`config.mk`:
```
export PLATFORM = sky130hd
export DESIGN_NAME = rtc_elapsed_time_catchup
export DESIGN_NICKNAME = d
export VERILOG_FILES = /design/src/rtl/rtccu_pkg.sv /design/src/rtl/rtccu_regs.sv /design/src/rtl/rtccu_split.sv /design/src/rtl/rtccu_merge.sv /design/src/rtl/rtc_elapsed_time_catchup.sv
export SDC_FILE = /design/constraint.sdc
export NUM_CORES = 2
export LEC_CHECK = 0
export BUFFER_PORTS_ARGS = -buffer_cell sky130_fd_sc_hd__buf_2
export CAP_MARGIN = 20
export CORE_AREA = 3 3 334 336
export DETAILED_ROUTE_END_ITERATION = 10
export DIE_AREA = 0 0 337 339
export PLACE_DENSITY_LB_ADDON = 0.12
export SYNTH_ARGS = -nofsm -noshare
export SYNTH_HDL_FRONTEND = slang
export SYNTH_SLANG_ARGS = --single-unit
```
`constraint.sdc`:
```
create_clock -name clk_i -period 14.3 [get_ports clk_i]
set_clock_uncertainty 0.15 [all_clocks]
set_input_delay 3.575 -clock clk_i [delete_from_list [all_inputs] [get_ports clk_i]]
set_output_delay 3.575 -clock clk_i [all_outputs]
set_load 0.005 [all_outputs]
```
`src/rtl/rtccu_pkg.sv`:
```
// Shared types, constants and divide helpers for the RTC catch-up block.
// No dependencies; imported by every module of the block.
package rtccu_pkg;

  localparam int unsigned PaddrW = 3;
  localparam int unsigned DataW  = 32;

  localparam logic RegCurrentTime = 1'b0;

  localparam logic [7:0] RecLenCorr = 8'd9;
  localparam logic [7:0] RecLenRaw  = 8'd5;

  localparam logic [7:0] SecMax  = 8'd59;
  localparam logic [7:0] MinMax  = 8'd59;
  localparam logic [7:0] HourMax = 8'd23;

  // diff / 3600 = (diff >> 4) / 225
  localparam logic [28:0] Recip225      = 29'd305419897;
  localparam int unsigned Recip225Shift = 36;
  // (hours >> 3) / 3, 18-bit operand
  localparam logic [17:0] Recip3Wide    = 18'd174763;
  localparam int unsigned Recip3WShift  = 19;
  // (x >> 2) / 15, 10-bit operand
  localparam logic [10:0] Recip15       = 11'd1093;
  // (x >> 3) / 3, 5-bit operand
  localparam logic [3:0]  Recip3Narrow  = 4'd11;

  typedef struct packed {
    logic [7:0] seconds;
    logic [7:0] minutes;
    logic [7:0] hours;
    logic [7:0] days_lo;
    logic [7:0] days_hi;
  } rec_t;

  typedef struct packed {
    rec_t        rec;
    logic        full;
    logic        corr;
    logic [20:0] hours_total;
    logic [11:0] diff_lo;
  } split1_t;

  typedef struct packed {
    rec_t        rec;
    logic        full;
    logic        corr;
    logic [15:0] days;
    logic [4:0]  hrs;
    logic [11:0] rem;
  } split2_t;

  typedef struct packed {
    rec_t        rec;
    logic        full;
    logic        corr;
    logic [15:0] days;
    logic [4:0]  hrs;
    logic [5:0]  mins;
    logic [5:0]  secs;
  } elapsed_t;

  typedef struct packed {
    logic [7:0] seconds;
    logic [7:0] minutes;
    logic [7:0] hours;
    logic [8:0] day_count;
    logic       halted;
    logic       day_carry;
  } clock_t;

  function automatic logic [6:0] div60(input logic [11:0] x);
    logic [20:0] p;
    p = 21'(x[11:2]) * 21'(Recip15);
    return p[20:14];
  endfunction

  function automatic logic [4:0] div24(input logic [7:0] x);
    logic [9:0] p;
    p = 10'(x[7:3]) * 10'(Recip3Narrow);
    return p[9:5];
  endfunction

endpackage

```
`src/rtl/rtccu_regs.sv`:
```
// APB-style register file holding current_time.
// Depends on rtccu_pkg.
module rtccu_regs (
  input  logic                        clk_i,
  input  logic                        rst_ni,
  input  logic                        psel,
  input  logic                        penable,
  input  logic                        pwrite,
  input  logic [rtccu_pkg::PaddrW-1:0] paddr,
  input  logic [rtccu_pkg::DataW-1:0]  pwdata,
  output logic [rtccu_pkg::DataW-1:0]  prdata,
  output logic                        pready,
  output logic [31:0]                 current_time_o
);
  import rtccu_pkg::*;

  logic [31:0] current_time_q, current_time_d;
  logic        wr_en;

  assign pready = 1'b1;
  assign wr_en  = psel && penable && pwrite && pready && (paddr[2] == RegCurrentTime);

  always_comb begin
    current_time_d = wr_en ? pwdata : current_time_q;
  end

  always_ff @(posedge clk_i or negedge rst_ni) begin
    if (!rst_ni) begin
      current_time_q <= '0;
    end else begin
      current_time_q <= current_time_d;
    end
  end

  always_comb begin
    unique case (paddr[2])
      RegCurrentTime: prdata = current_time_q;
      default:        prdata = '0;
    endcase
  end

  assign current_time_o = current_time_q;

endmodule

```
`src/rtl/rtccu_split.sv`:
```
// Input register and three pipeline stages that split elapsed seconds
// into days, hours, minutes and seconds. Depends on rtccu_pkg.
module rtccu_split (
  input  logic                clk_i,
  input  logic                rst_ni,
  input  logic [31:0]         current_time_i,
  input  logic                in_valid_i,
  output logic                in_stall_o,
  input  rtccu_pkg::rec_t     rec_i,
  input  logic [31:0]         saved_timestamp_i,
  input  logic [7:0]          record_length_i,
  output logic                elp_valid_o,
  input  logic                elp_stall_i,
  output rtccu_pkg::elapsed_t elp_o
);
  import rtccu_pkg::*;

  logic        v0_q, v1_q, v2_q, v3_q;
  logic        load0, load1, load2, load3;
  rec_t        rec0_q;
  logic [31:0] ts0_q;
  logic [7:0]  len0_q;
  split1_t     st1_q, st1_d;
  split2_t     st2_q, st2_d;
  elapsed_t    st3_q, st3_d;

  logic [31:0] diff;
  logic [56:0] prod_h;
  logic [35:0] prod_d;
  logic [20:0] days_x24;
  logic [11:0] ht_x3600;
  logic [6:0]  mins_div;
  logic [11:0] mins_x60;

  assign load3 = !v3_q || !elp_stall_i;
  assign load2 = !v2_q || load3;
  assign load1 = !v1_q || load2;
  assign load0 = !v0_q || load1;
  assign in_stall_o = !load0;

  // stage 0: saturating difference, total hours
  always_comb begin
    diff = (current_time_i > ts0_q) ? (current_time_i - ts0_q) : '0;
    prod_h = 57'(diff[31:4]) * 57'(Recip225);
    st1_d.rec         = rec0_q;
    st1_d.corr        = |current_time_i;
    st1_d.full        = len0_q >= (st1_d.corr ? RecLenCorr : RecLenRaw);
    st1_d.hours_total = prod_h[Recip225Shift +: 21];
    st1_d.diff_lo     = diff[11:0];
  end

  // stage 1: days, hours of day, seconds within the hour
  always_comb begin
    prod_d   = 36'(st1_q.hours_total[20:3]) * 36'(Recip3Wide);
    st2_d.rec  = st1_q.rec;
    st2_d.corr = st1_q.corr;
    st2_d.full = st1_q.full;
    st2_d.days = prod_d[Recip3WShift +: 16];
    days_x24   = {2'b0, st2_d.days, 3'b0} + {1'b0, st2_d.days, 4'b0};
    st2_d.hrs  = 5'(st1_q.hours_total - days_x24);
    ht_x3600   = st1_q.hours_total[11:0] * 12'd3600;
    st2_d.rem  = st1_q.diff_lo - ht_x3600;
  end

  // stage 2: minutes and leftover seconds
  always_comb begin
    mins_div   = div60(st2_q.rem);
    mins_x60   = 12'(mins_div) * 12'd60;
    st3_d.rec  = st2_q.rec;
    st3_d.corr = st2_q.corr;
    st3_d.full = st2_q.full;
    st3_d.days = st2_q.days;
    st3_d.hrs  = st2_q.hrs;
    st3_d.mins = mins_div[5:0];
    st3_d.secs = 6'(st2_q.rem - mins_x60);
  end

  always_ff @(posedge clk_i or negedge rst_ni) begin
    if (!rst_ni) begin
      v0_q <= 1'b0;
      v1_q <= 1'b0;
      v2_q <= 1'b0;
      v3_q <= 1'b0;
    end else begin
      if (load0) v0_q <= in_valid_i;
      if (load1) v1_q <= v0_q;
      if (load2) v2_q <= v1_q;
      if (load3) v3_q <= v2_q;
    end
  end

  always_ff @(posedge clk_i) begin
    if (load0 && in_valid_i) begin
      rec0_q <= rec_i;
      ts0_q  <= saved_timestamp_i;
      len0_q <= record_length_i;
    end
    if (load1 && v0_q) st1_q <= st1_d;
    if (load2 && v1_q) st2_q <= st2_d;
    if (load3 && v2_q) st3_q <= st3_d;
  end

  assign elp_valid_o = v3_q;
  assign elp_o       = st3_q;

endmodule

```
`src/rtl/rtccu_merge.sv`:
```
// Adds elapsed time to the record, normalizes, keeps the held clock and
// drives the result register. Depends on rtccu_pkg.
module rtccu_merge (
  input  logic                clk_i,
  input  logic                rst_ni,
  input  logic                elp_valid_i,
  output logic                elp_stall_o,
  input  rtccu_pkg::elapsed_t elp_i,
  output logic                out_valid_o,
  input  logic                out_stall_i,
  output rtccu_pkg::clock_t   clock_o
);
  import rtccu_pkg::*;

  logic        out_valid_q;
  clock_t      out_q, held_q, fixed, result;
  logic        load_out;

  logic [15:0] nd;
  logic        day_ovf;
  logic [1:0]  flags;
  logic [13:0] d14;
  logic [7:0]  sec_a, min_a, hr_a, min_b, hr_b;
  logic [6:0]  sec_div, min_div;
  logic [4:0]  hr_div;
  logic [7:0]  sec_div_x60, min_div_x60, hr_div_x24;
  logic        sec_over, min_over, hr_over, cnt_over;
  logic [14:0] d15;

  assign load_out    = !out_valid_q || !out_stall_i;
  assign elp_stall_o = !load_out;

  always_comb begin
    nd      = {7'b0, elp_i.rec.days_hi[0], elp_i.rec.days_lo} + elp_i.days;
    day_ovf = |nd[15:14];
    flags   = day_ovf ? 2'b11 : elp_i.rec.days_hi[7:6];
    d14     = day_ovf ? '0 : nd[13:0];

    sec_a = elp_i.rec.seconds + {2'b0, elp_i.secs};
    min_a = elp_i.rec.minutes + {2'b0, elp_i.mins};
    hr_a  = elp_i.rec.hours + {3'b0, elp_i.hrs};

    sec_over    = sec_a > SecMax;
    sec_div     = div60({4'b0, sec_a});
    sec_div_x60 = 8'(sec_div) * 8'd60;

    min_b       = min_a + {7'b0, sec_over};
    min_over    = min_b > MinMax;
    min_div     = div60({4'b0, min_b});
    min_div_x60 = 8'(min_div) * 8'd60;

    hr_b       = hr_a + {7'b0, min_over};
    hr_over    = hr_b > HourMax;
    hr_div     = div24(hr_b);
    hr_div_x24 = {3'b0, hr_div} * 8'd24;

    d15      = {1'b0, d14} + {14'b0, hr_over};
    cnt_over = |d15[13:9];

    fixed.seconds   = sec_a - sec_div_x60;
    fixed.minutes   = min_b - min_div_x60;
    fixed.hours     = hr_b - hr_div_x24;
    fixed.day_count = cnt_over ? '0 : d15[8:0];
    fixed.halted    = cnt_over | flags[0];
    fixed.day_carry = cnt_over | flags[1];

    if (!elp_i.full) begin
      result = held_q;
    end else if (elp_i.corr) begin
      result = fixed;
    end else begin
      result.seconds   = elp_i.rec.seconds;
      result.minutes   = elp_i.rec.minutes;
      result.hours     = elp_i.rec.hours;
      result.day_count = {elp_i.rec.days_hi[0], elp_i.rec.days_lo};
      result.halted    = elp_i.rec.days_hi[6];
      result.day_carry = elp_i.rec.days_hi[7];
    end
  end

  always_ff @(posedge clk_i or negedge rst_ni) begin
    if (!rst_ni) begin
      out_valid_q <= 1'b0;
      held_q      <= '0;
    end else if (load_out) begin
      out_valid_q <= elp_valid_i;
      if (elp_valid_i) held_q <= result;
    end
  end

  always_ff @(posedge clk_i) begin
    if (load_out && elp_valid_i) out_q <= result;
  end

  assign out_valid_o = out_valid_q;
  assign clock_o     = out_q;

endmodule

```
`src/rtl/rtc_elapsed_time_catchup.sv`:
```
// Top level of the RTC catch-up block; depends on rtccu_pkg, rtccu_regs,
// rtccu_split and rtccu_merge.
// A transaction passes the split input register and stages, then the merge
// result register. Throughput: one transaction per cycle unless out_stall_i
// holds a result; stages hold items independently, so stalls only back up full stages.
// Reset clears current_time, the held clock and all stage valid bits.
module rtc_elapsed_time_catchup (
  input  logic                        clk_i,
  input  logic                        rst_ni,
  input  logic                        psel,
  input  logic                        penable,
  input  logic                        pwrite,
  input  logic [rtccu_pkg::PaddrW-1:0] paddr,
  input  logic [rtccu_pkg::DataW-1:0]  pwdata,
  output logic [rtccu_pkg::DataW-1:0]  prdata,
  output logic                        pready,
  input  logic                        in_valid_i,
  output logic                        in_stall_o,
  input  logic [7:0]                  saved_seconds_i,
  input  logic [7:0]                  saved_minutes_i,
  input  logic [7:0]                  saved_hours_i,
  input  logic [7:0]                  days_low_byte_i,
  input  logic [7:0]                  days_high_byte_i,
  input  logic [31:0]                 saved_timestamp_i,
  input  logic [7:0]                  record_length_i,
  output logic                        out_valid_o,
  input  logic                        out_stall_i,
  output logic [7:0]                  clock_seconds_o,
  output logic [7:0]                  clock_minutes_o,
  output logic [7:0]                  clock_hours_o,
  output logic [8:0]                  day_count_o,
  output logic                        halted_o,
  output logic                        day_carry_o
);
  import rtccu_pkg::*;

  logic [31:0] current_time;
  rec_t        rec;
  elapsed_t    elp;
  logic        elp_valid, elp_stall;
  clock_t      clock;

  assign rec.seconds = saved_seconds_i;
  assign rec.minutes = saved_minutes_i;
  assign rec.hours   = saved_hours_i;
  assign rec.days_lo = days_low_byte_i;
  assign rec.days_hi = days_high_byte_i;

  rtccu_regs u_regs (
    .clk_i          (clk_i),
    .rst_ni         (rst_ni),
    .psel           (psel),
    .penable        (penable),
    .pwrite         (pwrite),
    .paddr          (paddr),
    .pwdata         (pwdata),
    .prdata         (prdata),
    .pready         (pready),
    .current_time_o (current_time)
  );

  rtccu_split u_split (
    .clk_i             (clk_i),
    .rst_ni            (rst_ni),
    .current_time_i    (current_time),
    .in_valid_i        (in_valid_i),
    .in_stall_o        (in_stall_o),
    .rec_i             (rec),
    .saved_timestamp_i (saved_timestamp_i),
    .record_length_i   (record_length_i),
    .elp_valid_o       (elp_valid),
    .elp_stall_i       (elp_stall),
    .elp_o             (elp)
  );

  rtccu_merge u_merge (
    .clk_i       (clk_i),
    .rst_ni      (rst_ni),
    .elp_valid_i (elp_valid),
    .elp_stall_o (elp_stall),
    .elp_i       (elp),
    .out_valid_o (out_valid_o),
    .out_stall_i (out_stall_i),
    .clock_o     (clock)
  );

  assign clock_seconds_o = clock.seconds;
  assign clock_minutes_o = clock.minutes;
  assign clock_hours_o   = clock.hours;
  assign day_count_o     = clock.day_count;
  assign halted_o        = clock.halted;
  assign day_carry_o     = clock.day_carry;

endmodule

```
* Word level (Yosys, flattened, before mapping) *
Cells that the tools add are included.
Widths: inputs -> output; s select.

operators by class
  $add $sub $neg = 15
  $mul = 11
  magnitude comparators = 5
  muxes and demuxes = 8
  bitwise logic cells = 3
  reductions and logical operators = 24

operators with widths
  cell                    count
  $mux 35                 2
  $mux 32                 2
  $mul 28x29->57 const B  1
  $mul 18x18->35 const B  1
  $mul 6x11->17 const B   2
  $gt 32x32->1            1
  $reduce_or 32->1        1
  $sub 32x32->32          1
  $sub 8x8->8             3
  $mul 10x11->21 const B  1
  $add 8x1->8             2
  $add 8x6->8             2
  $add 9x16->16           1
  $gt 8x6->1 const B      2
  $add 14x1->14           1
  $mux 14                 1
  $mul 12x8->8 const B    1
  $mul 3x4->6 const B     2
  $sub 12x12->12          1
  $mul 5x4->9 const B     1
  $mux 9                  1
  $add 8x5->8             1
  $ge 8x8->1              1
  $gt 8x5->1 const B      1
  other kinds (15)        33

word-level totals
  register bits = 412
  input bits = 122
  output and inout bits = 70

* Logic depth before layout (Yosys ltp) *
  word-level depth = 11
  mapped depth = 46
  mapped depth without buffers = 46

* Modules after synthesis *
Synthesis repeated with hierarchy kept, for this count alone.

second synthesis, totals
  cell total of the unflattened synthesis = 3474
  area, all modules = 39595.5 um^2

modules (own cells, without submodules)
  module       times used  cells each  area each (um^2)  seq. area each (um^2)
  rtccu_split  1           2630        30937.2           9258.9
  rtccu_merge  1           739         7104.3            1951.9
  rtccu_regs   1           105         1554.0            800.8

* Worst setup path after synthesis *
OpenSTA, ideal clock, no wires.

  path type = reg-to-reg
  from = register u_regs.current_time_q[0] (netlist: u_regs.current_time_o[0])
  to = register u_split.st1_q[29] (netlist bit) (data pin)
  arrival = 9.334 ns
  data required time = 13.889 ns
  path slack = 4.555 ns
  stages on the path, launching flop included = 34
  path buffers = 2
  clock period less this slack = 9.745 ns
  cell sequence = dfrtp_1 -> inv_1 -> ha_1 -> fa_1 -> nand2b_1 -> a21oi_1 -> o311ai_0 -> nor4b_1 -> nor3_1 -> o31ai_1 -> a21oi_1 -> clkbuf_1 -> inv_1 -> clkbuf_1 -> nor3_1 -> fa_1 -> inv_1 -> fa_1 -> fa_1 -> inv_1 -> fa_1 -> fa_1 -> fa_1 -> fa_1 -> ha_1 -> a21oi_1 -> a21o_1 -> a211oi_1 -> a211oi_1 -> o31ai_1 -> a31o_2 -> or4_1 -> a311oi_1 -> nor3_1

between the ends
  longest elaborated chain between the ends = 3

RTL lines
  what                                            RTL line           source
  start, declared                                 rtccu_regs.sv:17   logic [31:0] current_time_q, current_time_d;
  start signal, assigned                          rtccu_regs.sv:31   current_time_q <= current_time_d;
  $sub 32x32->32 or $gt 32x32->1 (tied branches)  rtccu_split.sv:43  diff = (current_time_i > ts0_q) ? (current_time_i - ts0_q) : '0;
  $mux 32 *                                       rtccu_split.sv:43
  $mul 28x29->57 *                                rtccu_split.sv:44  prod_h = 57'(diff[31:4]) * 57'(Recip225);
  via u_split.prod_h[53]                          rtccu_split.sv:28  logic [56:0] prod_h;
  end signal, assigned                            rtccu_split.sv:98  if (load1 && v0_q) st1_q <= st1_d;
  end, declared                                   rtccu_split.sv:23  split1_t st1_q, st1_d;

The timed path passes the listed nets; every way through them passes the cells marked *.
A chain may end at the register's enable or synchronous reset.

* Worst setup path after layout *
  from = register u_regs.current_time_q[0] (netlist: u_regs.current_time_o[0])
  to = register u_split.st1_q[32] (netlist bit) (data pin)

Same word-level chain as after synthesis.

==> flow_summary.json <==
{
  "netlist_top_cells_area": "edfxtp_1 (25%), ha_1 (22%), fa_1 (22%)",
  "vias_per_cell": 4.63,
  "period_share_pct": 77.4,
  "ant_nets": 0,
  "cp_max_fo": 6,
  "setup_tns_ps": 0,
  "start_util_pct": 35.0,
  "synthCells": 3334,
  "yosysTopAreaCellShare_pct": 25.2,
  "cts-htree-levels": 2,
  "yosysTopAreaCell": "edfxtp_1",
  "core_area_mm2": 0.109,
  "wire_per_inst_um": 17.9,
  "syn_nets": 4533,
  "final_cells": 5013,
  "top_layer": "met4",
  "ys.flop_type": "edfxtp_1",
  "grt_pass1_wl_um": 142000,
  "cts_root_buf": "clkbuf_16",
  "hp-class": "reg2reg",
  "clock_sinks": 392,
  "ys_async_sr_fraction_pct": 18.4,
  "cp.arrival_ps": 11250,
  "avgSynthCellArea_um2": 11.4,
  "cpPeakStageDelay_ps": 760,
  "drt_first_pass_iters": 4,
  "cp_common_cell": "fa_1",
  "overflow": 0,
  "outcome": "completed",
  "n_fill_cell": 10700,
  "worstSetupPathType": "reg2reg",
  "antenna_found_initial": 0,
  "route.met2.wl_um": 41900,
  "relSlewSlack_pct": 29.4,
  "finalHoldViolations": 0,
  "cts_resized": 0,
  "routed_wl_um": 90000,
  "grt_start_max_net_pins": 71,
  "syn_to_final_growth_pct": 11.4,
  "drive_gt1_share_pct": 10.4,
  "rsz0062_at_grt": "false",
  "clk_latency_ps": 630,
  "max_cap_violations": 0,
  "cts_buffer_depth": 3,
  "post_cts_buffers": 0,
  "met1_length_um": 43700,
  "fmax_mhz": 90.3,
  "setup_viol": 0,
  "fin_crit_ps": 11070,
  "fp.dieH_um": 339,
  "cts_hold_buf": 0,
  "ioPinCount": 192,
  "setup_slack_ps": 3230,
  "endpoint_kind": "flip-flop",
  "dieArea_mm2": 0.114,
  "gp_routability_congestion": 0.815,
  "numCtsBuffers": 49,
  "rows": 121,
  "synth_edf_count": 320,
  "num-nets-final": 4756,
  "dr_wl_met3_um": 2310,
  "worst_path_dominant_cell_family": "adder cells",
  "vias": 23200,
  "holdWs_ps": 248,
  "die_width_um": 337,
  "cts.clk_slew.worst_paths_ps": 60,
  "yosysMostFrequentCell": "inv_1",
  "ys_seq_area_share_pct": 30.0,
  "yosys-top-cells-count": "inv_1 (748), ha_1 (665), fa_1 (412)",
  "worstMarginPinSlew_ps": 1060,
  "yosysWarnings": 0,
  "drt_iter0_drc": 958,
  "maxSlewViolCount": 0,
  "dp_cells": 4919,
  "synth_seq_cells": 392,
  "synth_area_mm2": 0.0381,
  "dp_hpwl_um": 74200,
  "cp.required_ps": 14480,
  "ys_types": 81,
  "grt_pass1_vias": 24600,
  "drc": 0,
  "cp_num_buf_inv": 2,
  "grt_usage_pct": 16.1,
  "slowest_stage": "a2111oi_0",
  "cts_tree": "built",
  "place_ws_ps": 2850,
  "cp-start-kind": "flip-flop",
  "port-buffer-count": 183
}
==> stage by stage <==
step / utilization [%] / instance area [µm²]
final: 39.0 / 42400
after CTS: 39.0 / 42400
after floorplan: - / 38100
after global placement: 37.5 / 40800
after global routing: 39.0 / 42400
after detailed placement: 37.5 / 40800
==> layer usage <==
metal  global-route usage, %  up-vias
met5                       0        -
met4                    3.90        0
met3                    1.68       78
met2                    26.6      260
met1                    22.8    11300
li1                        -    11600
==> placed cells by master, fill, tap and decap left out, types with 56 or more instances in the layout <==
cell / netlist / routed
dfrtp_1: 72 / 72
a21oi_1: 121 / 120
a21o_1: 56 / 56
nor2_1: 93 / 93
fa_1: 412 / 412
inv_1: 748 / 748
xnor2_1: 91 / 91
buf_2: 2 / 182
o21ai_0: 65 / 65
edfxtp_1: 320 / 320
nand2_1: 114 / 114
ha_1: 665 / 665
==> worst register-to-register path, delay by kind of cell (launching register included) <==
kind            cells  cell delay [ps]
simple gates        5             1490
buf+inv             2              260
compound gates     11             3900
flops               1              390
xor+xnor            1              170
mux                 1              490
fa+ha+maj          10             3950
==> cells by family after synthesis <==
kind of cell | Yosys count | synth area share (%)
and+or+nand+nor | 463 | 6.26
muxes | 79 | 2.25
adders and majority gates | 1077 | 43.5
AOI/OAI and AO/OA | 391 | 6.82
DFF | 392 | 30.0
other | 1 | 0.00984
xor gates and xnor gates | 147 | 3.45
buffers and inverters | 784 | 7.76
==> sequential cells by signal (all words and copies together), names as in the netlist <==
signal and cells:
u_split.elp_o 70, u_split.st1_q 70, u_split.st2_q 70, u_merge.clock_o 35, u_merge.held_q 35, u_split.rec0_q 35
u_regs.current_time_o 32, u_split.ts0_q 32, u_split.len0_q 8, u_merge.out_valid_o 1, u_split.elp_valid_o 1, u_split.v0_q 1
u_split.v1_q 1, u_split.v2_q 1
==> worst paths after layout <==
kind,cells after the start,from,slack (ps),to
worst max-delay path,30,u_regs.current_time_o[0],3230,u_split.st1_q[32]
worst min-delay path,0,u_split.st1_q[51],250,u_split.st2_q[51]
worst max register to register,30,u_regs.current_time_o[0],3230,u_split.st1_q[32]
worst min register to register,0,u_split.st1_q[51],250,u_split.st2_q[51]
max in group asynchronous,2,rst_ni,10120,u_regs.current_time_o[27]
min in group asynchronous,1,rst_ni,2740,u_merge.held_q[8]
==> layout make-up <==
type,instances,area (µm²),share of cell area (%)
flip-flops and latches,392,11400,26.9
well taps,1414,1770,4.17
repair buffers,207,1100,2.59
clock inverters,27,270,0.637
clock buffers,65,1330,3.13
inverters,749,2810,6.62
multi-input cells,2158,23700,56.0
diodes,1,2.50,0.00590
Power is not shown: default switching activity piles up to over one toggle a cycle in this logic, so the estimate is an artifact.
